--- src/hdl/sdu_pkg.sv ---
package sdu_pkg;

    localparam int CAPACITY = 64;
    localparam int DATA_W   = 32;

    // one slot of the chain: a stored element or an element in flight
    typedef struct packed {
        logic              vld;
        logic [DATA_W-1:0] val;
    } t_elem;

    // controls shared by every cell
    typedef struct packed {
        logic probe;   // store full: match only, never insert or swap
        logic shift;   // drain: take the neighbor's element
    } t_cell_ctl;

    typedef enum logic [1:0] {
        ST_IDLE,
        ST_BUSY,
        ST_DRAIN
    } t_state;

endpackage

--- src/hdl/sdu_cell.sv ---
module sdu_cell (
    input  logic               i_clk,
    input  logic               i_rst_n,
    input  sdu_pkg::t_cell_ctl i_ctl,
    input  sdu_pkg::t_elem     i_car,   // request arriving from the left
    input  sdu_pkg::t_elem     i_nbr,   // stored element of the right neighbor
    output sdu_pkg::t_elem     o_car,   // request handed to the right
    output sdu_pkg::t_elem     o_st     // stored element
);

    logic                       r_st_vld;
    logic [sdu_pkg::DATA_W-1:0] r_st_val;
    logic                       r_car_vld;
    logic [sdu_pkg::DATA_W-1:0] r_car_val;

    logic                       n_st_vld;
    logic [sdu_pkg::DATA_W-1:0] n_st_val;
    logic                       n_car_vld;
    logic [sdu_pkg::DATA_W-1:0] n_car_val;

    always_comb begin
        n_st_vld  = r_st_vld;
        n_st_val  = r_st_val;
        n_car_vld = 1'b0;
        n_car_val = i_car.val;
        if (i_ctl.shift) begin
            n_st_vld = i_nbr.vld;
            n_st_val = i_nbr.val;
        end else if (i_car.vld) begin
            if (!r_st_vld) begin
                // first free slot: settle here
                if (!i_ctl.probe) begin
                    n_st_vld = 1'b1;
                    n_st_val = i_car.val;
                end
            end else if (i_car.val == r_st_val) begin
                // duplicate: merged, request ends
                n_car_vld = 1'b0;
            end else if (!i_ctl.probe && ($signed(i_car.val) < $signed(r_st_val))) begin
                // take the smaller value, push the old one right
                n_st_val  = i_car.val;
                n_car_vld = 1'b1;
                n_car_val = r_st_val;
            end else begin
                n_car_vld = 1'b1;
            end
        end
    end

    always_ff @(posedge i_clk) begin
        if (!i_rst_n) begin
            r_st_vld  <= 1'b0;
            r_car_vld <= 1'b0;
        end else begin
            r_st_vld  <= n_st_vld;
            r_car_vld <= n_car_vld;
        end
    end

    always_ff @(posedge i_clk) begin
        r_st_val  <= n_st_val;
        r_car_val <= n_car_val;
    end

    assign o_car = '{vld: r_car_vld, val: r_car_val};
    assign o_st  = '{vld: r_st_vld,  val: r_st_val};

endmodule

--- config.mk ---
export PLATFORM = sky130hd
export DESIGN_NAME = sdu_cell
export DESIGN_NICKNAME = d
export VERILOG_FILES = /design/src/hdl/sdu_pkg.sv /design/src/hdl/sdu_cell.sv
export SDC_FILE = /design/constraint.sdc
export NUM_CORES = 1
export LEC_CHECK = 0
export ABC_AREA = 1
export BUFFER_PORTS_ARGS = -buffer_cell sky130_fd_sc_hd__buf_2
export CAP_MARGIN = 20
export CORE_MARGIN = 3
export CORE_UTILIZATION = 50
export DETAILED_ROUTE_END_ITERATION = 12
export PLACE_DENSITY_LB_ADDON = 0.25
export SYNTH_ARGS = -nofsm -noshare
export SYNTH_HDL_FRONTEND = slang
export SYNTH_SLANG_ARGS = --single-unit
export TNS_END_PERCENT = 100
--- constraint.sdc ---
create_clock -name i_clk -period 8.95 [get_ports i_clk]
set_input_delay 0.4475 -clock i_clk [delete_from_list [all_inputs] [get_ports i_clk]]
set_output_delay 0.4475 -clock i_clk [all_outputs]
set_load 0.02 [all_outputs]
* Yosys cells after proc, flatten, opt, wreduce, memory -nomap -nowiden
Cells that the tools add are included.
Word-level totals: register bits 66, output and inout port bits 66
Operators by class: $lt $le $gt $ge 1, equal/unequal tests 4, multiplexer cells 16, bitwise operators 3, reductions and logical operators 5
Operator list (number):
- $mux W32 | 11
- $eq A32 B32 Y1 | 1
- $lt A32 B32 Y1 | 1
- $ne A3 B2 Y1 const B | 2
- $mux W1 | 5
- $reduce_and A4 Y1 | 1
- $reduce_or A4 Y1 | 1
- $ne A3 B3 Y1 const B | 1
- $not A1 Y1 | 3
- $reduce_bool A2 Y1 | 1
- $logic_and A1 B1 Y1 | 1
- $logic_not A1 Y1 | 1

* Longest topological paths before layout
Gate-level depths: netlist (run 1).
depth after elaboration 7, mapped depth 18, mapped depth without buffers 17

* Worst setup path after synthesis (run 1)
Ideal clock, no wire load.
path kind reg2reg, start register r_st_val[31] in the netlist's numbering, end register r_st_val[0] in the netlist's numbering, enable pin, setup time 0.432 ns, arrival 3.119 ns, slack 5.399 ns, stages on the path, launching flop included 11, cells stage by stage edfxtp_1 -> inv_1 -> ha_1 -> nand2_1 -> nor2_2 -> nand2_2 -> nor2_2 -> nor3b_2 -> nor2_1 -> nand3_1 -> a21oi_1
On the way: word-level cells in the longest chain between the ends 4
RTL lines:
- from (decl) | RTL line sdu_cell.sv:12 | logic [sdu_pkg::DATA_W-1:0] r_st_val;
- from (signal assigned) | RTL line sdu_cell.sv:61 | r_st_val <= n_st_val;
- $lt A32 B32 Y1 | RTL line sdu_cell.sv:39 | end else if (!i_ctl.probe && ($signed(i_car.val) < $signed(r_st_val))) begin
- $logic_and A1 B1 Y1 | RTL line sdu_cell.sv:39
- $ne A3 B2 Y1 (no source line)
- $reduce_and A4 Y1 (no source line) (*)
Mark *: on every way between the ends. The rest lies on a longest branch, timed or not. A chain may end at the register's enable or synchronous reset.

* Worst setup path after layout (run 1)
start input port i_ctl[0] in the netlist's numbering, end register r_car_val[11] in the netlist's numbering
On the way: word-level cells in the longest chain between the ends 1
RTL lines:
- from (decl) | RTL line sdu_cell.sv:4 | input sdu_pkg::t_cell_ctl i_ctl,
- $mux W32 | RTL line sdu_cell.sv:26 | if (i_ctl.shift) begin
- via n_car_val (one bit) | RTL line sdu_cell.sv:19 | logic [sdu_pkg::DATA_W-1:0] n_car_val;
- to (signal assigned) | RTL line sdu_cell.sv:62 | r_car_val <= n_car_val;
- to (decl) | RTL line sdu_cell.sv:14 | logic [sdu_pkg::DATA_W-1:0] r_car_val;
The timed path passes the listed nets, and every way through them passes these cells.

==> metrics.md, run 1 <==
| Metric | Value |
|---|---|
| Status | finished, final reports clean |
| Hold depth | 3 |
| Fin crit period | 3.028 ns |
| Die H | 89.63 µm |
| Multiplexer share of the synthesized area | 0% |
| Post-Syn Area | 3497 µm² |
| Commonest non-fill, non-tap cell in the layout | nand2_1 |
| Pre-CTS WS | 5.570 ns |
| Most frequent cells in the layout | nand2_1, buf_2, inv_1, nand3_1, dfxtp_1 |
| Post-Synth XOR/XNOR Area | 0% |
| Vias in the first global route | 3,063 |
| Crit share post-route | 33.83% |
| Yosys cell types | 25 |
| Drt first pass iters | 5 |
| DRC | 0 |
| Horiz. Die Dim | 89.63 µm |
| Synth-to-Final Area Change | 27.76% |
| # resized after CTS | 0 |
| Final Hold Vio Count | 0 |
| RSZ-0062 raised after global routing | no |
| GPL Wtd Cong | 0.8370 |
| Seq/Total Area, Yosys | 46.94% |
| FF-to-FF End | r_st_val[9] |
| Worst Tran Pin Value | 1.004 ns |
| Slew headroom | 32.64% |
| Start of the worst register-to-register path | r_st_val[23] |
| Buffers on Ports | 135 |
| Pleak | 0.002480 µW |
| Syn avg cell area | 7.966 µm² |
| R2R depth | 11 |
| First DRT Iteration DRCs | 108 |
| Final Util | 68.03% |
| Ports | 136 |
| Core Footprint | 6568 µm² |
| Arr. time, crit path | 3.31 ns |
| Routed WL | 8962 µm |
| CTS buffer count | 9 |
| Layout cells sized above 1 | 28.05% |
| Worst-path clk slew | 0.07 ns |
| Die area | 8034 µm² |
| Mapped Cells | 439 |
| Post-synth net total | 541 |
| Complex-gate fraction of the synthesized area | 3.828% |
| Hpwl dp | 6159 µm |
| Peak supply drop | 0.1083 mV |
| GRT Overall Usage | 22.39% |
| Total gr overflow | 0 |
| Hold wc startpoint | i_car[0] |
| Post-DR vias/cell | 4.868 |
| Initial Util | 53.25% |
| Crit. End Element | flop |
| WP data required | 9.23 ns |
| Largest net degree at the start of global routing | 38 |
| CTS tree | yes |
| Ant diodes | 0 |
| Critical setup path kind | input pin to flop |
| Final #Nets | 671 |
| Slew Limit Fails | 0 |
| Final antenna-violating net count | 0 |
| Non-Filler Instances | 667 |
| Post-synthesis adder-cell area fraction | 11.45% |
| Simple-Gate Fraction of Synth Area | 29.95% |
| Global-route wire length before repair | 13,710 µm |
| DR WL/cell | 13.44 µm |
| Reg2Reg Setup Slack | 6.19 ns |
| Clk buf depth | 2 |
| Final setup slack of the worst path | 5.922 ns |
| Max Fclk | 330.3 MHz |
| Main combinational cell family by area after synthesis | simple AND/OR/NAND/NOR gates |
| Warnings from Yosys | 0 |
| CTS sink count | 66 |
| Setup TNS | 0 ns |
| DR vias | 3,247 |
| H-tree depth | 3 |
| Pwr per Cell Area | 188.8 nW/µm² |
| Crit Path Max Fanout | 37 |
| Synthesized flop and latch total | 66 |
| Worst skew pair latency | 0.34 ns |
| # rows | 29 |
| Clk_skew | 0.01039 ns |
| Min-Delay Endpoint | r_car_val[0] |
| Number of max-cap violations | 0 |
| Setup bufs post-CTS | 0 |
| HP Class | input pin to flop |
| Post-CTS Hold Buffers | 0 |
| Placed Cells incl. Taps | 649 |
| Startpoint types | input pin |
| Final Setup Violations | 0 |
| CTS Root Buffer Type | clkbuf_8 |
| Initial antenna violation count | 0 |
sequential cells by signal (all words and copies together), names as in the netlist:
name / cells
r_car_val: 32
r_car_vld: 1
r_st_val: 32
r_st_vld: 1
worst max-delay path, stage by stage:
cell      delay, ns
buf_2          0.56
nor2_1         0.21
nand2_1        0.11
clkinv_1       0.78
nand4_2        0.96
nand2_1        0.12
nand2_1        0.10
power breakdown:
group          leakage (µW)  total (µW)  internal (µW)  switching (µW)
registers          0.000609         362            347            15.0
clock network      0.000114         297            185             112
logic               0.00176         185           66.1             118
through the flow:
stage                     hold slack (ns)  cell area, µm²  power [µW]
after global placement             0.5050            4192       542.5
after global routing               0.3306            4468       889.0
final                              0.3236            4468       843.4
after floorplan                    0.5580            3497       485.2
after detailed placement           0.5024            4192       548.8
after CTS                          0.3175            4425       845.7
logic make-up (layout without fill, tap and decap cells):
family	count (synthesis)	in the layout
buffers and inverters	62	197
AO/OA/AOI/OAI	24	24
flip-flops	66	66
adder cells (fa/ha/maj)	32	32
AND/OR/NAND/NOR	255	255
synth_stat cells (all sizes together):
cell	instances	area share (%)
nor3	1	0.14
inv	43	4.6
o21a	3	0.64
buf	9	2.1
clkinv	1	0.11
a21oi	17	2.5
nor2	15	2.0
nand3	35	5.2
ha	32	11
nor3b	1	0.36
nand2	200	22
nand4	3	0.72
clkbuf	9	0.97
edfxtp	32	27
dfxtp	34	19
a21o	1	0.21
o21ai	3	0.43
how the worst max path moves through the flow:
stage          cells past startpoint             to    startpoint
2_1_floorplan                     10    r_st_val[0]  r_st_val[31]
3_3_place_gp                       7  r_car_val[10]      i_ctl[0]
3_5_place_dp                       7  r_car_val[11]      i_ctl[0]
4_1_cts                           10   r_st_val[26]  r_st_val[23]
5_1_grt                            7  r_car_val[23]      i_ctl[0]
6_report                           7  r_car_val[11]      i_ctl[0]
layout make-up:
cell class | instances | area, µm²
fill | 569 | 2100
sequential | 66 | 1642
multi-input combinational | 311 | 1593
timing repair buffer | 137 | 718.2
inverter | 44 | 165.2
clock buffer | 11 | 131.4
tap | 93 | 116.4
clock inverter | 5 | 102.6
routing by layer:
layer  GRT usage, %  part of all wire, %  vias up
met5              0                    0        -
met4          9.743                  1.9        0
met3          4.197                  7.0       16
met2          38.83                   49      117
met1          27.00                   42     1458
li1               -                    -     1656
No activity file was read; power rests on OpenSTA's default activity.
==> inputs of run 2 (changes only) <==
--- a/config.mk
+++ b/config.mk
@@ -9,7 +9,7 @@
 export BUFFER_PORTS_ARGS = -buffer_cell sky130_fd_sc_hd__buf_2
 export CAP_MARGIN = 20
 export CORE_MARGIN = 3
-export CORE_UTILIZATION = 50
+export CORE_UTILIZATION = 49
 export DETAILED_ROUTE_END_ITERATION = 12
 export PLACE_DENSITY_LB_ADDON = 0.25
 export SYNTH_ARGS = -nofsm -noshare
==> constraint.sdc (replaced) <==
create_clock -name i_clk -period 3 [get_ports i_clk]
set_input_delay 0.15 -clock i_clk [delete_from_list [all_inputs] [get_ports i_clk]]
set_output_delay 0.15 -clock i_clk [all_outputs]
set_load 0.02 [all_outputs]
==> run 2 against run 1 <==
Compared with the run above:
- clock skew shrank 0.0034 ns
- worst hold slack lost 0.28 ns
- clock power is 120% higher
- global-route usage is essentially flat
- largest power group unchanged
- cell area is 1.6% lower
- critical endpoint is now r_st_val[11]
- critical path type is now flop to flop
- critical path depth rose by 4
- sequential power rose to 3.0 times the previous value
- largest cell class unchanged
- sequential share of layout area grew 0.60 points
- worst setup slack worse by 5.5 ns
- core utilization shrank 4.0 points
==> metrics.md, run 2 (synthesized netlist as in run 1, its figures left out) <==
| Metric | Value |
|---|---|
| HP Class | input pin to flop |
| Most frequent cells in the layout | nand2_1, buf_2, inv_1, nand3_1, dfxtp_1 |
| # rows | 30 (+3.4%) |
| First DRT Iteration DRCs | 127 (+18%) |
| Hpwl dp | 6453 µm (+4.8%) |
| Clk_skew | 0.007028 ns (-0.003366 ns) |
| DR WL/cell | 13.24 µm (-1.5%) |
| Die H | 90.48 µm (+0.95%) |
| DR vias | 3,260 (+0.40%) |
| CTS sink count | 66 (unchanged) |
| Pwr per Cell Area | 515.7 nW/µm² (+170%) |
| WP data required | 2.98 ns (-6.25 ns) |
| CTS Root Buffer Type | clkbuf_8 |
| Setup bufs post-CTS | 0 (unchanged) |
| Worst skew pair latency | 0.33 ns (about the same) |
| Largest regs | r_car_val x32, r_st_val x32 |
| Core Footprint | 6869 µm² (+4.6%) |
| Max Fclk | 395.4 MHz |
| RSZ-0062 raised after global routing | no |
| Worst Tran Pin Value | 1.046 ns (+0.04159 ns) |
| Crit share post-route | 84.31% |
| Setup TNS | 0 ns (unchanged) |
| Slew headroom | 30.21% (-2.4 points) |
| Arr. time, crit path | 2.50 ns (-0.81 ns) |
| Clk buf depth | 2 (unchanged) |
| Crit. End Element | flop |
| Die area | 8187 µm² (+1.9%) |
| Fillers | 621 (+9.1%) |
| Number of max-cap violations | 0 (unchanged) |
| Final Hold Vio Count | 0 (unchanged) |
| Power Total | 2267 µW (+170%) |
| Peak supply drop | 0.2483 mV (+130%) |
| Drt first pass iters | 4 (-1) |
| Final setup slack of the worst path | 0.4707 ns (-5.452 ns) |
| Fin crit period | 2.529 ns |
| # resized after CTS | 0 (unchanged) |
| Initial antenna violation count | 0 (unchanged) |
| Critical setup path kind | flop to flop |
| Startpoint types | flop |
| Initial Util | 50.91% (-2.3 points) |
| GRT Overall Usage | 22.38% (about the same) |
| DRC | 0 (unchanged) |
| Layout cells sized above 1 | 28.25% (+0.20 points) |
| Routed WL | 8908 µm (-0.60%) |
| Status | finished, final reports clean |
| CTS buffer count | 9 (unchanged) |
| GPL Wtd Cong | 0.7960 (-4.9%) |
| Total gr overflow | 0 (unchanged) |
| Pleak | 0.002457 µW (-0.91%) |
| Commonest non-fill, non-tap cell in the layout | nand2_1 |
| Post-DR vias/cell | 4.844 (-0.49%) |
| Vias in the first global route | 3,253 (+6.2%) |
| Worst-path clk slew | 0.07 ns (about the same) |
| CTS tree | yes |
| Largest net degree at the start of global routing | 38 (unchanged) |
| Buffers on Ports | 135 (unchanged) |
| Ports | 136 (unchanged) |
| Ant diodes | 0 (unchanged) |
| Horiz. Die Dim | 90.48 µm (+0.95%) |
| H-tree depth | 3 (unchanged) |
| Post-CTS Hold Buffers | 0 (unchanged) |
| Global-route wire length before repair | 14,880 µm (+8.5%) |
| Final #Nets | 674 (+0.45%) |
| Crit Path Max Fanout | 32 (-14%) |
| Slew Limit Fails | 0 (unchanged) |
| Synth-to-Final Area Change | 25.72% |
| Final Setup Violations | 0 (unchanged) |
| Final antenna-violating net count | 0 (unchanged) |
| Pre-CTS WS | 0.4630 ns (-5.107 ns) |
[run 2: area by class of cell]
| class | count | area, µm² | area share (%) |
|---|---|---|---|
| Tap cell | 96 | 120.1 | 2.732 |
| Clock buffer | 13 | 148.9 | 3.386 |
| Multi-Input combinational cell | 311 | 1593 | 36.23 |
| Inverter | 44 | 165.2 | 3.756 |
| Sequential cell | 66 | 1642 | 37.34 |
| Clock inverter | 3 | 15.01 | 0.3415 |
| Timing Repair Buffer | 140 | 713.2 | 16.22 |
[run 2: worst paths after layout]
kind,start,to,slack (ns),cells after the start
setup reg to reg,r_st_val[31],r_st_val[11],0.47,11
setup / recovery,r_st_val[31],r_st_val[11],0.47,11
hold reg to reg,r_st_val[23],r_car_val[23],0.53,2
hold / removal,i_rst_n,r_st_vld,0.04,2
[run 2: critical path, cell delays in order, from the launching register on]
cell	delay, ns
edfxtp_1	0.37
inv_1	0.05
ha_1	0.34
nand2_1	0.13
nor2_2	0.06
nand2_2	0.07
nor2_2	0.05
nor3b_2	0.16
nor2_1	0.22
nand3_1	0.17
a21oi_4	0.13
buf_4	0.42
[run 2: per-stage QoR]
stage               hold slack (ns)  cells  utilization [%]  area (µm²)
detailed placement           0.3745    657            61.62        4233
global placement             0.3729    657            61.62        4233
global route                0.04196    673            64.01        4397
floorplan                    0.2605    439                -        3501
finish                      0.03983    673            64.01        4397
CTS                         0.02751    673            64.01        4397
[run 2: metal layers]
metal	up-vias	wire length, µm	global-route usage, %
met5	-	0	0
met4	0	157	8.673
met3	15	593	5.750
met2	106	4574	40.95
met1	1480	3582	24.59
li1	1659	-	-
[run 2: where the power goes]
part	internal (µW)	switching (µW)
Combinational	194	354
Sequential	1040	40.6
Clock	320	323
==> inputs of run 3 (changes only) <==
--- a/config.mk
+++ b/config.mk
@@ -5,11 +5,11 @@
 export SDC_FILE = /design/constraint.sdc
 export NUM_CORES = 1
 export LEC_CHECK = 0
-export ABC_AREA = 1
+export ABC_AREA = 0
 export BUFFER_PORTS_ARGS = -buffer_cell sky130_fd_sc_hd__buf_2
 export CAP_MARGIN = 20
 export CORE_MARGIN = 3
-export CORE_UTILIZATION = 49
+export CORE_UTILIZATION = 44
 export DETAILED_ROUTE_END_ITERATION = 12
 export PLACE_DENSITY_LB_ADDON = 0.25
 export SYNTH_ARGS = -nofsm -noshare
==> constraint.sdc (replaced) <==
create_clock -name i_clk -period 2.1 [get_ports i_clk]
set_input_delay 0.105 -clock i_clk [delete_from_list [all_inputs] [get_ports i_clk]]
set_output_delay 0.105 -clock i_clk [all_outputs]
set_load 0.02 [all_outputs]
==> run 3 against run 2 <==
Compared with the run above:
- the run now ends with setup timing left
- power up 64%
- count of clock-buffer cells in the layout down 1
- sequential share of layout area down 8.2 points
- sequential power up 41%
- largest cell class is now multi-input combinational cells
- worst hold slack worse by 0.020 ns
- worst setup slack worse by 1.0 ns
- critical endpoint is now r_car_val[18]
==> metrics.md, run 3 <==
| Metric | Value |
|---|---|
| Status | complete, but fails checks |
| Failing checks | setup timing |
| Slew Limit Fails | 0 (unchanged) |
| Worst-path cell chain | inv_2, ha_4, nand4_1, nor4_4, and4b_1, or4b_4, nor2_4, mux2i_4, buf_6, clkbuf_16, mux2_4 |
| Final #Nets | 601 (-11%) |
| Synth top area cells | edfxtp_1, dfxtp_1, mux2_4, ha_1, mux2_2 |
| GPL Wtd Cong | 0.7683 (-3.5%) |
| Power Total | 3711 µW (+64%) |
| Routing usage on met1 | 22.94% (-1.6 points) |
| Critical setup path kind | flop to flop |
| Ports | 136 (unchanged) |
| Final setup slack of the worst path | -0.5661 ns (-1.037 ns) |
| Top FF cell, synth | dfxtp_1 |
| CP peak stage delay | 0.59 ns (+0.17 ns) |
| Slew headroom | 66.93% (+37 points) |
| Worst skew pair latency | 0.34 ns (about the same) |
| Routed WL | 9648 µm (+8.3%) |
| EDFF count, synth | 32 (unchanged) |
| Worst Tran Pin Value | 0.4961 ns (-0.5496 ns) |
| CTS tree | yes |
| Horiz. Die Dim | 95.23 µm (+5.2%) |
| Synthesized flop and latch total | 66 (unchanged) |
| Global-route wire length before repair | 13,710 µm (-7.8%) |
| Slowest cell on the critical path | or4b_4 |
| Crit share post-route | 127.0% (+43 points) |
| WP data required | 2.33 ns (-0.65 ns) |
| Mapped Cells | 270 (-38%) |
| DRC | 0 (unchanged) |
| Largest regs | r_car_val x32, r_st_val x32 |
| Crit Path Max Fanout | 5 (-84%) |
| Final antenna-violating net count | 0 (unchanged) |
| CTS sink count | 66 (unchanged) |
| # rows | 31 (+3.3%) |
| Arr. time, crit path | 2.89 ns (+0.39 ns) |
| Ant diodes | 0 (unchanged) |
| H-tree depth | 3 (unchanged) |
| Final Hold Vio Count | 0 (unchanged) |
| GRT Overall Usage | 20.03% (-2.4 points) |
| Core Footprint | 7486 µm² (+9.0%) |
| Fin crit period | 2.666 ns (+0.1368 ns) |
| FFs w/ async S/R, synth | 0% (unchanged) |
| Final Setup Violations | 64 (+64) |
| Placed inst area | 4768 µm² (+13%) |
| Final Util | 75.36% (+11 points) |
| Total gr overflow | 0 (unchanged) |
| HP Class | input pin to flop |
| Yosys top cell by area | edfxtp_1 |
| Most frequent cells in the layout | buf_2, buf_4, dfxtp_1, mux2_2, edfxtp_1 |
| Crit-path leading delay family | simple AND/OR/NAND/NOR gates |
| CTS buffer count | 9 (unchanged) |
| Buffers on Ports | 135 (unchanged) |
| GR Util met2 | 36.73% (-4.2 points) |
| Pwr per Cell Area | 657.9 nW/µm² (+28%) |
| DR vias | 2,901 (-11%) |
| Die H | 95.23 µm (+5.2%) |
| Commonest non-fill, non-tap cell in the layout | buf_2 |
| Pleak | 0.002751 µW (+12%) |
| Drt first pass iters | 4 (unchanged) |
| Seq/Total Area, Yosys | 46.86% (-0.084 points) |
| Clk buf depth | 2 (unchanged) |
| Post-Syn Area | 3503 µm² (+0.18%) |
| Startpoint types | flop |
| Number of max-cap violations | 0 (unchanged) |
| Peak supply drop | 0.3846 mV (+55%) |
| Design area | 5642 µm² (+28%) |
| Layout cells sized above 1 | 72.02% (+44 points) |
| Clk_skew | 0.006688 ns (-0.0003403 ns) |
| Post-DR vias/cell | 4.811 (-0.68%) |
| Initial antenna violation count | 0 (unchanged) |
| Warnings from Yosys | 0 (unchanged) |
| GR peak layer | met2 |
| Die area | 9069 µm² (+11%) |
| Crit. End Element | flop |
| Syn avg cell area | 12.98 µm² (+63%) |
| Most numerous cell in the Yosys netlist | inv_1 |
| Buf/Inv on CP | 3 (+1) |
| Post-synth net total | 372 (-31%) |
| Max Fclk | 375.1 MHz (-5.1%) |
| Grt met3 use | 4.499% (-1.3 points) |
| Yosys cell types | 31 (+24%) |
| Worst-path clk slew | 0.07 ns (about the same) |
| Hpwl dp | 6535 µm (+1.3%) |
| Synth-to-Final Area Change | 61.04% |
| CTS Root Buffer Type | clkbuf_8 |
| List of most frequent post-synthesis cells | inv_1, dfxtp_1, mux2_2 |
| Largest net degree at the start of global routing | 36 (-5.3%) |
| Initial Util | 46.80% (-4.1 points) |
| RSZ-0062 raised after global routing | yes |
| Vias in the first global route | 2,982 (-8.3%) |
| DR WL/cell | 16.00 µm (+21%) |
| Synth top area share | 27.43% (-0.049 points) |
| First DRT Iteration DRCs | 108 (-15%) |
run 3: cell families (layout without fill, tap and decap cells):
group	after synthesis	after routing	share of synthesized area [%]
AND/OR/NAND/NOR	33	33	5.714
AO/OA/AOI/OAI	30	30	5.286
adder cells (fa/ha/maj)	32	32	11.43
flip-flops	66	66	46.86
buffers and inverters	44	278	6.321
multiplexers	65	65	24.39
run 3: timing repair:
item / in CTS / in global routing
resized for setup: 47 / 29
hold buffers: 1 / 0
buffers inserted: 11 / 8
endpoints found under the setup margin: 64 / 64
hold endpoints to repair: 1 / 0
cloned: 2 / 4
pin swaps: 14 / 10
run 3: area by class of cell:
| class | instances | area [µm²] |
|---|---|---|
| Tap cell | 99 | 123.9 |
| Inverter | 35 | 131.4 |
| Multi-Input combinational cell | 160 | 2011 |
| Fill cell | 496 | 1844 |
| Timing Repair Buffer | 227 | 1529 |
| Sequential cell | 66 | 1642 |
| Clock buffer | 12 | 155.1 |
| Clock inverter | 4 | 50.05 |
run 3: final timing paths:
path,startpoint,endpoint,slack (ns),depth (start not counted)
worst max register to register,r_st_val[23],r_car_val[18],-0.57,11
worst min-delay path,i_rst_n,r_st_vld,0.02,3
worst min register to register,r_st_vld,r_car_vld,0.50,2
worst max-delay path,r_st_val[23],r_car_val[18],-0.57,11
run 3: worst register-to-register path, delay by kind of cell, from the launching register on:
family        cells  cell delay (ns)
buf+inv           3             0.39
fa+ha+maj         1             0.20
simple gates      5             1.17
flops             1             0.41
mux               2             0.38
run 3: through the flow:
| step | hold WS, ns | setup WS (ns) | setup TNS, ns | std cells |
|---|---|---|---|---|
| final | 0.02004 | -0.5661 | -32.55 | 603 |
| after global routing | 0.01271 | -0.6630 | -38.82 | 603 |
| after CTS | 0.01022 | -0.5369 | -31.96 | 593 |
| after detailed placement | 0.3495 | -0.6677 | -39.65 | 563 |
| after global placement | 0.3508 | -0.5548 | -32.83 | 563 |
| after floorplan | 0.2434 | -0.6313 | -36.62 | 270 |
run 3: layer usage:
| metal | part of all wire, % | wire (µm) |
|---|---|---|
| met5 | 0 | 0 |
| met4 | 0.91 | 88 |
| met3 | 6.0 | 577 |
| met2 | 52 | 5051 |
| met1 | 41 | 3931 |
run 3: where the power goes:
part	total, µW	internal [µW]	switching, µW
Sequential	1520	1470	49.5
Combinational	1100	572	530
Clock	1090	612	480
